## src/hdl/co2eng_pkg.sv

```systemverilog
package co2eng_pkg;

    localparam int FRAME_BYTES = 9;
    localparam int QUEUE_DEPTH = 4;

    // action selector codes
    localparam logic [2:0] ACT_READ  = 3'd0;
    localparam logic [2:0] ACT_RANGE = 3'd1;
    localparam logic [2:0] ACT_ABC   = 3'd2;
    localparam logic [2:0] ACT_ZERO  = 3'd3;
    localparam logic [2:0] ACT_RX    = 3'd4;
    localparam logic [2:0] ACT_TICK  = 3'd5;

    // result kinds
    localparam logic [1:0] KIND_TX      = 2'd0;
    localparam logic [1:0] KIND_VALUE   = 2'd1;
    localparam logic [1:0] KIND_TIMEOUT = 2'd2;
    localparam logic [1:0] KIND_CKSUM   = 2'd3;

    // configuration register indexes
    localparam logic [3:0] REG_RANGE = 4'd0;
    localparam logic [3:0] REG_ABC   = 4'd1;

    // frame constants
    localparam logic [7:0] FRM_START  = 8'hFF;
    localparam logic [7:0] FRM_ADDR   = 8'h01;
    localparam logic [7:0] OP_READ    = 8'h86;
    localparam logic [7:0] OP_RANGE   = 8'h99;
    localparam logic [7:0] OP_ABC     = 8'h79;
    localparam logic [7:0] OP_ZERO    = 8'h87;
    localparam logic [7:0] ABC_ON     = 8'hA0;
    localparam logic [15:0] RANGE_HI_PPM = 16'd5000;
    localparam logic [15:0] RANGE_LO_PPM = 16'd2000;

    // reply buffer preset and byte positions
    localparam logic [7:0] RX_PRESET = 8'h01;
    localparam int POS_START  = 0;
    localparam int POS_ADDR   = 1;
    localparam int POS_OP     = 2;
    localparam int POS_ARG0   = 3;
    localparam int POS_ARG1   = 4;
    localparam int POS_CHK    = FRAME_BYTES - 1;
    localparam int POS_PPM_HI = 2;
    localparam int POS_PPM_LO = 3;
    // sum of bytes 1..7 right after preset
    localparam logic [7:0] SUM_INIT = 8'(POS_CHK - POS_ADDR);

    localparam int CNT_W = $clog2(FRAME_BYTES + 1);
    localparam int IDX_W = $clog2(FRAME_BYTES);

    // one unit of work for the back end: a whole frame or one report
    typedef struct packed {
        logic        frame;
        logic [1:0]  kind;
        logic [7:0]  op;
        logic [7:0]  arg0;
        logic [7:0]  arg1;
        logic [7:0]  chk;
        logic [15:0] ppm;
    } job_t;

endpackage

```

## src/hdl/co2eng_front.sv

```systemverilog
module co2eng_front
    import co2eng_pkg::*;
(
    input  logic        clk,
    input  logic        rst_n,
    input  logic        in_valid,
    input  logic        in_ready,
    input  logic [2:0]  action,
    input  logic [7:0]  rx_byte,
    input  logic [15:0] timeout_ticks,
    input  logic        cfg_valid,
    input  logic [3:0]  cfg_index,
    input  logic [7:0]  cfg_data,
    output logic        push,
    output job_t        push_job
);

    logic             range_sel_reg, range_sel_next;
    logic             abc_en_reg, abc_en_next;
    logic             awaiting_reg, awaiting_next;
    logic [CNT_W-1:0] count_reg, count_next;
    logic [15:0]      ticks_reg, ticks_next;
    logic [7:0]       sum_reg, sum_next;
    logic [7:0]       ppm_hi_reg, ppm_hi_next;
    logic [7:0]       ppm_lo_reg, ppm_lo_next;
    logic [15:0]      range_word;

    function automatic job_t make_frame(logic [7:0] op, logic [7:0] a0, logic [7:0] a1);
        job_t j;
        j       = '0;
        j.frame = 1'b1;
        j.kind  = KIND_TX;
        j.op    = op;
        j.arg0  = a0;
        j.arg1  = a1;
        j.chk   = 8'(8'd0 - (FRM_ADDR + op + a0 + a1));
        return j;
    endfunction

    function automatic job_t make_report(logic empty_reply, logic [7:0] hi, logic [7:0] lo,
                                         logic [7:0] last_byte, logic [7:0] sum);
        job_t j;
        j = '0;
        if (empty_reply)
        begin
            j.kind = KIND_TIMEOUT;
        end
        else if (last_byte != 8'(8'd0 - sum))
        begin
            j.kind = KIND_CKSUM;
        end
        else
        begin
            j.kind = KIND_VALUE;
            j.ppm  = {hi, lo};
        end
        return j;
    endfunction

    assign range_word = range_sel_reg ? RANGE_HI_PPM : RANGE_LO_PPM;

    always_comb
    begin
        range_sel_next = range_sel_reg;
        abc_en_next    = abc_en_reg;
        awaiting_next  = awaiting_reg;
        count_next     = count_reg;
        ticks_next     = ticks_reg;
        sum_next       = sum_reg;
        ppm_hi_next    = ppm_hi_reg;
        ppm_lo_next    = ppm_lo_reg;
        push           = 1'b0;
        push_job       = '0;

        if (cfg_valid)
        begin
            if (cfg_index == REG_RANGE)
                range_sel_next = cfg_data[0];
            else if (cfg_index == REG_ABC)
                abc_en_next = cfg_data[0];
        end

        if (in_valid && in_ready)
        begin
            unique case (action)
                ACT_READ:
                begin
                    awaiting_next = 1'b1;
                    count_next    = '0;
                    ticks_next    = timeout_ticks;
                    sum_next      = SUM_INIT;
                    ppm_hi_next   = RX_PRESET;
                    ppm_lo_next   = RX_PRESET;
                    push          = 1'b1;
                    push_job      = make_frame(OP_READ, 8'h00, 8'h00);
                end
                ACT_RANGE:
                begin
                    push     = 1'b1;
                    push_job = make_frame(OP_RANGE, range_word[15:8], range_word[7:0]);
                end
                ACT_ABC:
                begin
                    push     = 1'b1;
                    push_job = make_frame(OP_ABC, abc_en_reg ? ABC_ON : 8'h00, 8'h00);
                end
                ACT_ZERO:
                begin
                    push     = 1'b1;
                    push_job = make_frame(OP_ZERO, 8'h00, 8'h00);
                end
                ACT_RX:
                begin
                    if (awaiting_reg && count_reg < CNT_W'(FRAME_BYTES))
                    begin
                        count_next = count_reg + CNT_W'(1);
                        if (count_reg == CNT_W'(POS_PPM_HI))
                            ppm_hi_next = rx_byte;
                        if (count_reg == CNT_W'(POS_PPM_LO))
                            ppm_lo_next = rx_byte;
                        // running sum over bytes 1..7, replacing the preset
                        if (count_reg != CNT_W'(POS_START) && count_reg != CNT_W'(POS_CHK))
                            sum_next = sum_reg + rx_byte - RX_PRESET;
                        if (count_reg == CNT_W'(POS_CHK))
                        begin
                            awaiting_next = 1'b0;
                            push          = 1'b1;
                            push_job      = make_report(1'b0, ppm_hi_reg, ppm_lo_reg,
                                                        rx_byte, sum_reg);
                        end
                    end
                end
                ACT_TICK:
                begin
                    if (awaiting_reg)
                    begin
                        if (ticks_reg <= 16'd1)
                        begin
                            ticks_next    = '0;
                            awaiting_next = 1'b0;
                            push          = 1'b1;
                            push_job      = make_report(count_reg == '0, ppm_hi_reg,
                                                        ppm_lo_reg, RX_PRESET, sum_reg);
                        end
                        else
                        begin
                            ticks_next = ticks_reg - 16'd1;
                        end
                    end
                end
                default:
                begin
                end
            endcase
        end
    end

    always_ff @(posedge clk or negedge rst_n)
    begin
        if (!rst_n)
        begin
            range_sel_reg <= 1'b0;
            abc_en_reg    <= 1'b0;
            awaiting_reg  <= 1'b0;
            count_reg     <= '0;
            ticks_reg     <= '0;
            sum_reg       <= SUM_INIT;
            ppm_hi_reg    <= RX_PRESET;
            ppm_lo_reg    <= RX_PRESET;
        end
        else
        begin
            range_sel_reg <= range_sel_next;
            abc_en_reg    <= abc_en_next;
            awaiting_reg  <= awaiting_next;
            count_reg     <= count_next;
            ticks_reg     <= ticks_next;
            sum_reg       <= sum_next;
            ppm_hi_reg    <= ppm_hi_next;
            ppm_lo_reg    <= ppm_lo_next;
        end
    end

endmodule

```

## src/hdl/co2eng_fifo.sv

```systemverilog
module co2eng_fifo
    import co2eng_pkg::*;
#(
    parameter int DEPTH = QUEUE_DEPTH
)
(
    input  logic clk,
    input  logic rst_n,
    input  logic push,
    input  job_t push_job,
    output logic full,
    input  logic pop,
    output job_t head,
    output logic empty
);

    localparam int PTR_W = (DEPTH > 1) ? $clog2(DEPTH) : 1;
    localparam int CNT_W = $clog2(DEPTH + 1);

    job_t             mem_reg [DEPTH];
    logic [PTR_W-1:0] wr_ptr_reg, wr_ptr_next;
    logic [PTR_W-1:0] rd_ptr_reg, rd_ptr_next;
    logic [CNT_W-1:0] count_reg, count_next;
    logic             do_push, do_pop;

    assign full    = (count_reg == CNT_W'(DEPTH));
    assign empty   = (count_reg == '0);
    assign do_push = push && !full;
    assign do_pop  = pop && !empty;
    assign head    = mem_reg[rd_ptr_reg];

    always_comb
    begin
        wr_ptr_next = wr_ptr_reg;
        rd_ptr_next = rd_ptr_reg;
        count_next  = count_reg;
        if (do_push)
            wr_ptr_next = (wr_ptr_reg == PTR_W'(DEPTH - 1)) ? '0 : wr_ptr_reg + PTR_W'(1);
        if (do_pop)
            rd_ptr_next = (rd_ptr_reg == PTR_W'(DEPTH - 1)) ? '0 : rd_ptr_reg + PTR_W'(1);
        if (do_push && !do_pop)
            count_next = count_reg + CNT_W'(1);
        else if (do_pop && !do_push)
            count_next = count_reg - CNT_W'(1);
    end

    always_ff @(posedge clk)
    begin
        if (do_push)
            mem_reg[wr_ptr_reg] <= push_job;
    end

    always_ff @(posedge clk or negedge rst_n)
    begin
        if (!rst_n)
        begin
            wr_ptr_reg <= '0;
            rd_ptr_reg <= '0;
            count_reg  <= '0;
        end
        else
        begin
            wr_ptr_reg <= wr_ptr_next;
            rd_ptr_reg <= rd_ptr_next;
            count_reg  <= count_next;
        end
    end

endmodule

```

## src/hdl/co2eng_back.sv

```systemverilog
module co2eng_back
    import co2eng_pkg::*;
(
    input  logic        clk,
    input  logic        rst_n,
    input  job_t        head,
    input  logic        empty,
    output logic        pop,
    output logic        out_valid,
    input  logic        out_ready,
    output logic [1:0]  kind,
    output logic [7:0]  tx_byte,
    output logic [15:0] concentration,
    output logic        last
);

    logic             valid_reg, valid_next;
    logic [1:0]       kind_reg, kind_next;
    logic [7:0]       tx_reg, tx_next;
    logic [15:0]      ppm_reg, ppm_next;
    logic             last_reg, last_next;
    logic [IDX_W-1:0] idx_reg, idx_next;
    logic             advance;
    logic             job_done;
    logic [7:0]       frame_byte;

    assign advance  = !valid_reg || out_ready;
    assign job_done = !head.frame || (idx_reg == IDX_W'(POS_CHK));
    assign pop      = advance && !empty && job_done;

    always_comb
    begin
        case (idx_reg)
            IDX_W'(POS_START): frame_byte = FRM_START;
            IDX_W'(POS_ADDR):  frame_byte = FRM_ADDR;
            IDX_W'(POS_OP):    frame_byte = head.op;
            IDX_W'(POS_ARG0):  frame_byte = head.arg0;
            IDX_W'(POS_ARG1):  frame_byte = head.arg1;
            IDX_W'(POS_CHK):   frame_byte = head.chk;
            default:           frame_byte = 8'h00;
        endcase
    end

    always_comb
    begin
        valid_next = valid_reg;
        kind_next  = kind_reg;
        tx_next    = tx_reg;
        ppm_next   = ppm_reg;
        last_next  = last_reg;
        idx_next   = idx_reg;
        if (advance)
        begin
            valid_next = !empty;
            if (!empty)
            begin
                kind_next = head.kind;
                last_next = job_done;
                if (head.frame)
                begin
                    tx_next  = frame_byte;
                    ppm_next = '0;
                    idx_next = job_done ? '0 : idx_reg + IDX_W'(1);
                end
                else
                begin
                    tx_next  = '0;
                    ppm_next = head.ppm;
                end
            end
        end
    end

    always_ff @(posedge clk or negedge rst_n)
    begin
        if (!rst_n)
        begin
            valid_reg <= 1'b0;
            idx_reg   <= '0;
        end
        else
        begin
            valid_reg <= valid_next;
            idx_reg   <= idx_next;
        end
    end

    always_ff @(posedge clk)
    begin
        kind_reg <= kind_next;
        tx_reg   <= tx_next;
        ppm_reg  <= ppm_next;
        last_reg <= last_next;
    end

    assign out_valid     = valid_reg;
    assign kind          = kind_reg;
    assign tx_byte       = tx_reg;
    assign concentration = ppm_reg;
    assign last          = last_reg;

endmodule

```

## src/hdl/co2_sensor_uart_command_engine_core.sv

```systemverilog
// a result is registered in the job queue, then in the back end output register
// throughput: one input item per cycle while the job queue has room
// a command holds the back end for nine bytes (one per cycle unless stalled), a report for one
// s_tready drops only when the job queue is full; cfg writes are always taken
// reset: asynchronous, active low; clears control state and config registers, no clearing pass
module co2_sensor_uart_command_engine_core
    import co2eng_pkg::*;
#(
    parameter int QUEUE_DEPTH_P = QUEUE_DEPTH
)
(
    input  logic        clk,
    input  logic        rst_n,
    input  logic        s_tvalid,
    output logic        s_tready,
    input  logic [23:0] s_tdata,    // rx_byte [7:0], timeout_ticks [23:8]
    input  logic [2:0]  s_tuser,    // action [2:0]
    output logic        m_tvalid,
    input  logic        m_tready,
    output logic [23:0] m_tdata,    // tx_byte [7:0], concentration [23:8]
    output logic [1:0]  m_tuser,    // kind [1:0]
    output logic        m_tlast,
    input  logic        cfg_valid,
    output logic        cfg_ready,
    input  logic [3:0]  cfg_index,
    input  logic [7:0]  cfg_data
);

    logic        push;
    job_t        push_job;
    logic        full;
    logic        pop;
    job_t        head;
    logic        empty;
    logic [7:0]  tx_byte;
    logic [15:0] concentration;

    assign s_tready  = !full;
    assign cfg_ready = 1'b1;

    co2eng_front u_front (
        .clk           (clk),
        .rst_n         (rst_n),
        .in_valid      (s_tvalid),
        .in_ready      (s_tready),
        .action        (s_tuser),
        .rx_byte       (s_tdata[7:0]),
        .timeout_ticks (s_tdata[23:8]),
        .cfg_valid     (cfg_valid),
        .cfg_index     (cfg_index),
        .cfg_data      (cfg_data),
        .push          (push),
        .push_job      (push_job)
    );

    co2eng_fifo #(
        .DEPTH (QUEUE_DEPTH_P)
    ) u_fifo (
        .clk      (clk),
        .rst_n    (rst_n),
        .push     (push),
        .push_job (push_job),
        .full     (full),
        .pop      (pop),
        .head     (head),
        .empty    (empty)
    );

    co2eng_back u_back (
        .clk           (clk),
        .rst_n         (rst_n),
        .head          (head),
        .empty         (empty),
        .pop           (pop),
        .out_valid     (m_tvalid),
        .out_ready     (m_tready),
        .kind          (m_tuser),
        .tx_byte       (tx_byte),
        .concentration (concentration),
        .last          (m_tlast)
    );

    assign m_tdata = {concentration, tx_byte};

endmodule

```

## config.mk

```make
export PLATFORM = sky130hd
export DESIGN_NAME = co2_sensor_uart_command_engine_core
export DESIGN_NICKNAME = d
export VERILOG_FILES = /design/src/hdl/co2eng_pkg.sv /design/src/hdl/co2eng_front.sv /design/src/hdl/co2eng_fifo.sv /design/src/hdl/co2eng_back.sv /design/src/hdl/co2_sensor_uart_command_engine_core.sv
export SDC_FILE = /design/constraint.sdc
export NUM_CORES = 1
export LEC_CHECK = 0
export ABC_AREA = 1
export BUFFER_PORTS_ARGS = -buffer_cell sky130_fd_sc_hd__clkbuf_2
export CAP_MARGIN = 20
export CORE_MARGIN = 2
export CORE_UTILIZATION = 52
export CTS_CLUSTER_SIZE = 40
export DETAILED_ROUTE_END_ITERATION = 12
export HOLD_SLACK_MARGIN = 0.1
export PLACE_DENSITY = 0.79
export SETUP_SLACK_MARGIN = 0.05
export SLEW_MARGIN = 20
export SYNTH_ARGS = -nofsm -noshare
export SYNTH_HDL_FRONTEND = slang
export SYNTH_SLANG_ARGS = --single-unit
```

## constraint.sdc

```tcl
create_clock -name clk -period 4.6 [get_ports clk]
set_input_delay 0.23 -clock clk [delete_from_list [all_inputs] [get_ports clk]]
set_output_delay 0.23 -clock clk [all_outputs]
set_load 0.005 [all_outputs]
```

==> run metrics <==
Root Buffer=clkbuf_16; synthesis warning total=0; CP Launch Point=u_fifo.rd_ptr_reg[1]; post-CTS sizing=0; P_leak=4.85 nW; Max Fclk=337 MHz; CTS Hold Bufs=28; Worst Max-Slew Pin Slew=987 ps; GP Congestion=0.883; Worst R2R Start=u_fifo.rd_ptr_reg[1]; n_diodes=0; Worst Setup Path Type=register to register; Area Overhead vs Synth=15.8%; Critical Path AT=3360 ps; clock transition at the registers of the reported paths=60 ps; hold path startpoint=s_tdata[3]; fin crit share=64.6%; Pins Over Slew Limit=0; vias in the first global route=6943; global-route wire length before repair=32800 um; status=complete, no violations; asr flop ratio synth=27.6%; reg-to-reg critical path endpoint=u_fifo.count_reg[2]; Total GRT Usage=19.7%; Avg Inst Size Synth=10.0 um2; post-route cell area=11900 um2; CTS tree=built; Post-layout nets=1188; Iteration-0 DRC Markers=511; startpoint types=register; Netlist Area Pre-Place=10300 um2; initial core utilization=52.9%; crit path capture type=register; largest net degree at the start of global routing=64; CTS H-tree depth=1; Wirelength per Cell=14.4 um; PwrDens=583 nW/um2; share of layout cells above drive strength 1=15.9%; Die H=144 um; initial antenna violation count=0; Post-synth EDFFs=155; required time of the critical path=4990 ps; Most used DFF post-synth=edfxtp_1; Num CTS Buffers=22; post-route setup TNS=0 ps; setup bufs post-CTS=0; clk buf depth=3; Worst VDD drop=0.264 mV; Final setup viols=0; final WL=20100 um; Worst Hold Class=primary input to register; Register-to-Register Path Depth=13; Seq/Total Area, Yosys=59.9%; io pins=74; latest clock arrival within the worst-skew pair=510 ps; routed via count=7247; Congestion Overflow GR=0; fillers=1551; Port-buffer cells=65; min Tclk post-route=2970 ps; Worst R2R Setup Slack=1630 ps; Post-DP HPWL=12800 um; ANT nets after route=0; row count=51; syn_nets=1098; die width=144 um; Yosys cell types=47; Max FO, Critical Path=34; Post-DP Area=10800 um2; Critical Path End=u_fifo.count_reg[2]; FF+latch count, synth=214; Hold Fails Final Rpt=0; Syn Inst Count=1022; final clock skew=17.1 ps; max cap viols=0; DRC=0; Sinks on Clock Net=214; DR pass1 iterations=5; max FFs per register=128; DIE AREA=20900 um2; Via density=5.20; Core Footprint=19400 um2; RSZ-0062 raised after global routing=false; relative slew slack=34.2%
worst min path at each step:
stage / endpoint / slack, ps / cells after the start
CTS: u_front.ppm_lo_reg[3] / 150 / 5
global route: u_fifo.mem_reg[3][16] / 190 / 2
finish: u_front.ppm_lo_reg[3] / 180 / 5
floorplan: u_back.idx_reg[0] / -70 / 0
detailed placement: u_back.idx_reg[0] / 420 / 2
global placement: u_back.idx_reg[2] / 420 / 2
stage by stage:
stage          total power [mW]  cells  utilization (%)  hold slack, ps  setup slack [ps]
5_1_grt                    7.39   1393             61.2             189              1390
2_1_floorplan              4.42   1022                -           -65.6              1370
3_5_place_dp               5.05   1325             55.8             420              1630
6_report                   6.92   1393             61.2             175              1630
3_3_place_gp               4.96   1325             55.8             420              1700
4_1_cts                    6.95   1393             61.2             152              1640
final cells by class:
type | instances | area, um2 | share of cell area (%)
Clock inverter | 9 | 149 | 1.25
Multi-Input combinational cell | 653 | 3510 | 29.5
Tap cell | 265 | 332 | 2.79
Inverter | 118 | 443 | 3.73
Sequential cell | 214 | 6140 | 51.7
Clock buffer | 31 | 626 | 5.27
Timing Repair Buffer | 103 | 681 | 5.73
logic make-up after synthesis:
kind of cell               after synthesis  synth area share (%)
and+or+nand+nor                        392                  16.5
buffers and inverters                  155                  6.07
DFF                                    214                  59.9
muxes                                    1                 0.110
other                                    1                0.0366
AOI/OAI and AO/OA                      209                  11.8
adders and majority gates               32                  4.05
xor gates and xnor gates                18                  1.54
power by group:
| group | leakage (nW) | internal, mW | total (mW) | switching, mW |
|---|---|---|---|---|
| Clock | 0.381 | 1.17 | 1.88 | 0.704 |
| Combinational | 2.28 | 0.775 | 2.25 | 1.47 |
| Sequential | 2.19 | 2.58 | 2.79 | 0.214 |
| Total | 4.85 | 4.53 | 6.92 | 2.39 |
synth_stat cells (3+ instances only):
library cell | instances | share of area, %
a21oi_1 | 53 | 2.6
a21oi_2 | 12 | 1.0
a22oi_1 | 9 | 0.66
buf_1 | 3 | 0.11
buf_2 | 11 | 0.54
buf_4 | 3 | 0.22
clkbuf_1 | 18 | 0.66
dfrtp_1 | 54 | 13
dfstp_2 | 5 | 1.3
edfxtp_1 | 155 | 45
ha_1 | 30 | 3.7
inv_1 | 99 | 3.6
inv_2 | 19 | 0.70
nand2_1 | 188 | 6.9
nand3_1 | 37 | 1.8
nand3_4 | 3 | 0.51
nand4_1 | 8 | 0.49
nor2_1 | 125 | 4.6
nor2_2 | 5 | 0.31
nor2_4 | 6 | 0.66
nor3_1 | 9 | 0.44
o211ai_1 | 5 | 0.37
o21ai_0 | 67 | 3.3
o21ai_1 | 27 | 1.3
o21ai_2 | 3 | 0.26
o22ai_1 | 25 | 1.5
or2_2 | 3 | 0.18
xnor2_1 | 3 | 0.26
xor2_1 | 15 | 1.3
worst max-delay path: stages, from the launching register on:
cell	delay, ps
dfrtp_1	360
buf_4	250
inv_2	510
a21oi_1	100
a32o_1	280
nor2_2	150
inv_2	50
nand2_1	120
ha_1	160
inv_1	70
fa_1	380
a21oi_1	140
o21ai_0	110
xnor2_1	140
layout by cell type, fill, tap and decap left out, types with 4 or more instances in the layout:
master         netlist  routed
a21oi_2             12      12
nor2_4               6       6
nand3_1             37      37
clkbuf_1            18       6
clkbuf_2             0      65
clkbuf_16            0      23
edfxtp_1           155     155
inv_1               99      99
dlygate4sd3_1        0      28
o211ai_1             5       5
buf_4                3      10
xor2_1              15      15
nor2_1             125     120
o21ai_0             67      67
bufinv_16            0       4
ha_1                30      30
a21oi_1             53      53
nand2_1            188     188
o21ai_1             27      27
o22ai_1             25      25
a22oi_1              9       9
nand4_1              8       8
dfrtp_1             54      53
clkinv_2             0       4
nor3_1               9       9
nor2_2               5      10
inv_2               19      19
dfstp_2              5       5
routing by layer:
layer  track usage (%)  share of wire (%)  up-vias
li1                  -                  -     3643
met1              25.9                 44     3376
met2              34.2                 49      206
met3              2.91                5.9       22
met4              5.77                1.6        0
met5                 0                  0        -
(Power assumes the default switching activity.)
